### config.mk
export PLATFORM = sky130hd
export DESIGN_NAME = aesbe_ram
export DESIGN_NICKNAME = d
export VERILOG_FILES = /design/src/design/aesbe_ram.sv
export SDC_FILE = /design/constraint.sdc
export NUM_CORES = 2
export LEC_CHECK = 0
export BUFFER_PORTS_ARGS = -buffer_cell sky130_fd_sc_hd__buf_2
export CORE_MARGIN = 3
export CORE_UTILIZATION = 30
export CTS_CLUSTER_DIAMETER = 50
export DETAILED_ROUTE_END_ITERATION = 8
export GPL_ROUTABILITY_DRIVEN = 0
export PLACE_DENSITY_LB_ADDON = 0.08
export SLEW_MARGIN = 40
export SYNTH_ARGS = -nofsm -noshare
export SYNTH_HDL_FRONTEND = slang
export SYNTH_SLANG_ARGS = --single-unit
### constraint.sdc
create_clock -name clock -period 3.8 [get_ports clock]
set_input_delay 0.19 -clock clock [delete_from_list [all_inputs] [get_ports clock]]
set_output_delay 0.19 -clock clock [all_outputs]
set_load 0.1 [all_outputs]
### src/design/aesbe_ram.sv
// Generic single-port-write RAM with registered read.
`timescale 1ns / 1ps
module aesbe_ram #(
   parameter int Width = 64,
   parameter int Depth = 30
) (
   input  logic                     clock,
   input  logic                     wr_en,
   input  logic [$clog2(Depth)-1:0] wr_addr,
   input  logic [Width-1:0]         wr_data,
   input  logic [$clog2(Depth)-1:0] rd_addr,
   output logic [Width-1:0]         rd_data
);
   logic [Width-1:0] mem [Depth];

   always_ff @(posedge clock) begin
      if (wr_en) begin
         mem[wr_addr] <= wr_data;
      end
      rd_data <= mem[rd_addr];
   end
endmodule

==> out/qor.csv <==
metric;value;unit
outcome;finished clean;
RSZ-0062 raised after global routing;no;
Main synth FF type;edfxtp_1;
DR pass1 iterations;5;
site row count;182;
IO Port Bufs;139;
sequential share of the synthesized area;78.7;%
simple logic cell fraction of the synthesized area;2.36;%
Hold Path Depth;5;
share of cells above drive strength 1;24.4;%
Synth Area in XOR/XNOR;0;%
1st-iter DRT viols;2771;
Avg Inst Size Synth;20.5;um2
non-filler instance count after layout;7574;
initial antenna violation count;13;
CTS sink cnt;1984;
total CTS buffers;279;
overflow left after global routing;0;
post-synth top area share;77.0;%
DR WL/cell;29.7;um
Total GRT Usage;17.4;%
r2r setup slk;2.19;ns
met3 WL;7.51;mm
synthesized area;74900;um2
Seq cells post-synth;1984;
worst r2r path cells;3;
PD cells;579;nW/um2
Syn Inst Count;3649;
required time of the critical path;4.64;ns
post-place setup slack;1.07;ns
relative slew slack;41.8;%
compound-gate portion of the synthesized area;3.60;%
CTS tree;done;
die footprint;256000;um2
Hold Crit Start;rd_addr[2];
Fmax;0.426;GHz
post-route minimum period;2.35;ns
crit path cell chain;dlygate4sd3_1 -> buf_8 -> or3b_2 -> buf_4 -> o22ai_1 -> nor4_1 -> buf_4 -> a311o_1;
top cell family by delay on the critical path;buffers and inverters;
critical setup path kind;in2reg;
first-pass GRT wire length;315;mm
Final period util;61.8;%
root cell of the clock tree;clkbuf_16;
Final setup viols;0;
crit start category;input pin;
I/O pin count;140;
synth warn;0;
largest net degree at the start of global routing;81;
nature of the critical path endpoint;register;
Slew Viols, Final;0;
Synthesized Nets;3725;
final core utilization;36.5;%
worst setup margin;1.45;ns
Crit. Startpoint;rd_addr[1];
Layout Nets;4138;
starting density of the core;30.3;%
antenna violation net count after detailed routing;0;
top post-synthesis cells by count;edfxtp_1 (1920), mux2i_1 (396), mux4_2 (239), a22oi_1 (148), nand2_1 (120);
post-synthesis mux area share;13.7;%
crit-path max FO;37;
top-count cell post-synth;edfxtp_1;
DRC;0;
met2 WL;113;mm
peak ir drop on the vdd network;0.469;mV
Synth Area in Adders;0;%
Crit path top cell by count;buf_4;
DP Area;80600;um2
Post-DP HPWL;112;mm
Area contributors post-synth;edfxtp_1 (77%), mux4_2 (7.2%), mux2i_1 (5.3%);
clock latency on the worst-skew pair;0.90;ns
Die Width;506;um
Critical path buffers and inverters;4;
DRT met1 WL;100;mm
Slowest-stage cell, CP;or3b_2;
via count;37100;
vias in the first global route;38900;
Worst Hold End;rd_data[16];
clk_skew;0.0395;ns
Core Area;247000;um2
Max stage delay on crit path;0.72;ns
crit path DAT;3.19;ns
max-cap viol count;0;
post-synthesis cell type count;41;
uppermost routed layer;met4;
Placed Instances;7024;
Slew @ Worst Pin;0.873;ns
vias per std cell;4.89;
largest area contributor in the netlist;edfxtp_1;
R2R Path End;rd_data[49];
design area;90100;um2
FF-to-FF Start;mem[7][49];
Fin. Hold Viols;0;
Reg clk slew, reported paths;0.05;ns
Routed Wire Length;225;mm
CTS max path bufs;4;
die height;506;um
H-tree Lvls;5;
P_leak;29.5;nW
largest family of logic cells by synthesized area;multiplexers;
async set-or-reset flop fraction in the synthesized netlist;0;%
Worst Hold Class;in2reg;
Post-synth EDFFs;1920;
Synth-to-Final Area Change;20.4;%
==> report_power, final <==
group / internal (mW) / switching, mW
combinational: 0.827 / 2.08
clock: 15.3 / 9.48
sequential: 24.3 / 0.151
==> metrics by stage <==
step | setup TNS (ns) | power, mW | hold slack, ns
after floorplan | -106.47 | 26.7 | 0.289
after global placement | 0 | 27.9 | 0.584
after detailed placement | 0 | 27.9 | 0.590
after CTS | 0 | 53.0 | 0.0111
after global routing | 0 | 54.0 | 0.0531
final | 0 | 52.2 | 0.0989
==> cells in the final DEF, fill, tap and decap left out, types with 4 or more instances in the layout <==
cell type	n
a211oi_1	19
buf_2	134
nor2b_1	20
o32ai_1	19
edfxtp_1	1920
clkinv_4	18
o21ai_0	47
buf_4	69
nand4_1	11
nor2_1	54
a311o_1	25
or3b_2	4
inv_8	4
buf_12	57
mux2_2	84
nor4_1	42
nand2_1	119
nand2b_2	4
mux4_2	239
inv_6	13
clkbuf_8	14
a22oi_1	148
nand3b_1	8
dlygate4sd3_1	69
dfxtp_1	64
clkbuf_16	286
clkinv_1	33
clkbuf_1	51
mux2i_1	396
a21o_1	9
clkinv_2	24
o22ai_1	52
a21oi_1	36
clkinvlp_4	16
nand3_1	35
nor2b_4	4
nor3_1	9
bufinv_16	19
a22o_1	25
nor2_4	33
==> metal layers <==
layer  vias up  track usage [%]
li1      15900                -
met1     20000             23.4
met2       744             29.7
met3       341             2.61
met4         0             4.11
met5         -                0
==> state kept, by name (all words and copies together), names as in the netlist <==
register and flops:
mem 1920, rd_data 64
==> worst max-delay path by stage <==
stage	end	cells after the start	slack, ns
after floorplan	mem[12][0]	3	-0.21
after global placement	rd_data[3]	7	1.10
after detailed placement	rd_data[3]	7	1.07
after CTS	rd_data[3]	8	1.45
after global routing	rd_data[3]	8	1.42
final	rd_data[3]	8	1.45
==> layout make-up <==
| class | count | area [um2] |
|---|---|---|
| multi-input combinational | 1462 | 15100 |
| tap | 3312 | 4140 |
| timing repair buffer | 335 | 3100 |
| clock buffer | 350 | 7530 |
| sequential | 1984 | 58900 |
| fill | 22800 | 157000 |
| clock inverter | 128 | 1270 |
| antenna | 3 | 7.51 |
==> worst register-to-register path, stage by stage (launching register included) <==
cell and delay [ns]:
edfxtp_1 0.36, mux4_2 0.51, a22o_1 0.29, a311o_1 0.32
==> kinds of logic (layout without fill, tap and decap cells) <==
kind of cell,Yosys count,count (layout)
simple gates,363,363
flops,1984,1984
buf+inv,203,813
compound gates,380,380
other cells,0,3
mux,719,719
==> repair_timing <==
item / in CTS / in global routing
gates resized for setup: 0 / 0
hold buffers: 69 / 0
buffers inserted: 0 / 0
endpoints found under the hold margin: 1924 / 0
No activity file was read; power rests on OpenSTA's default activity.
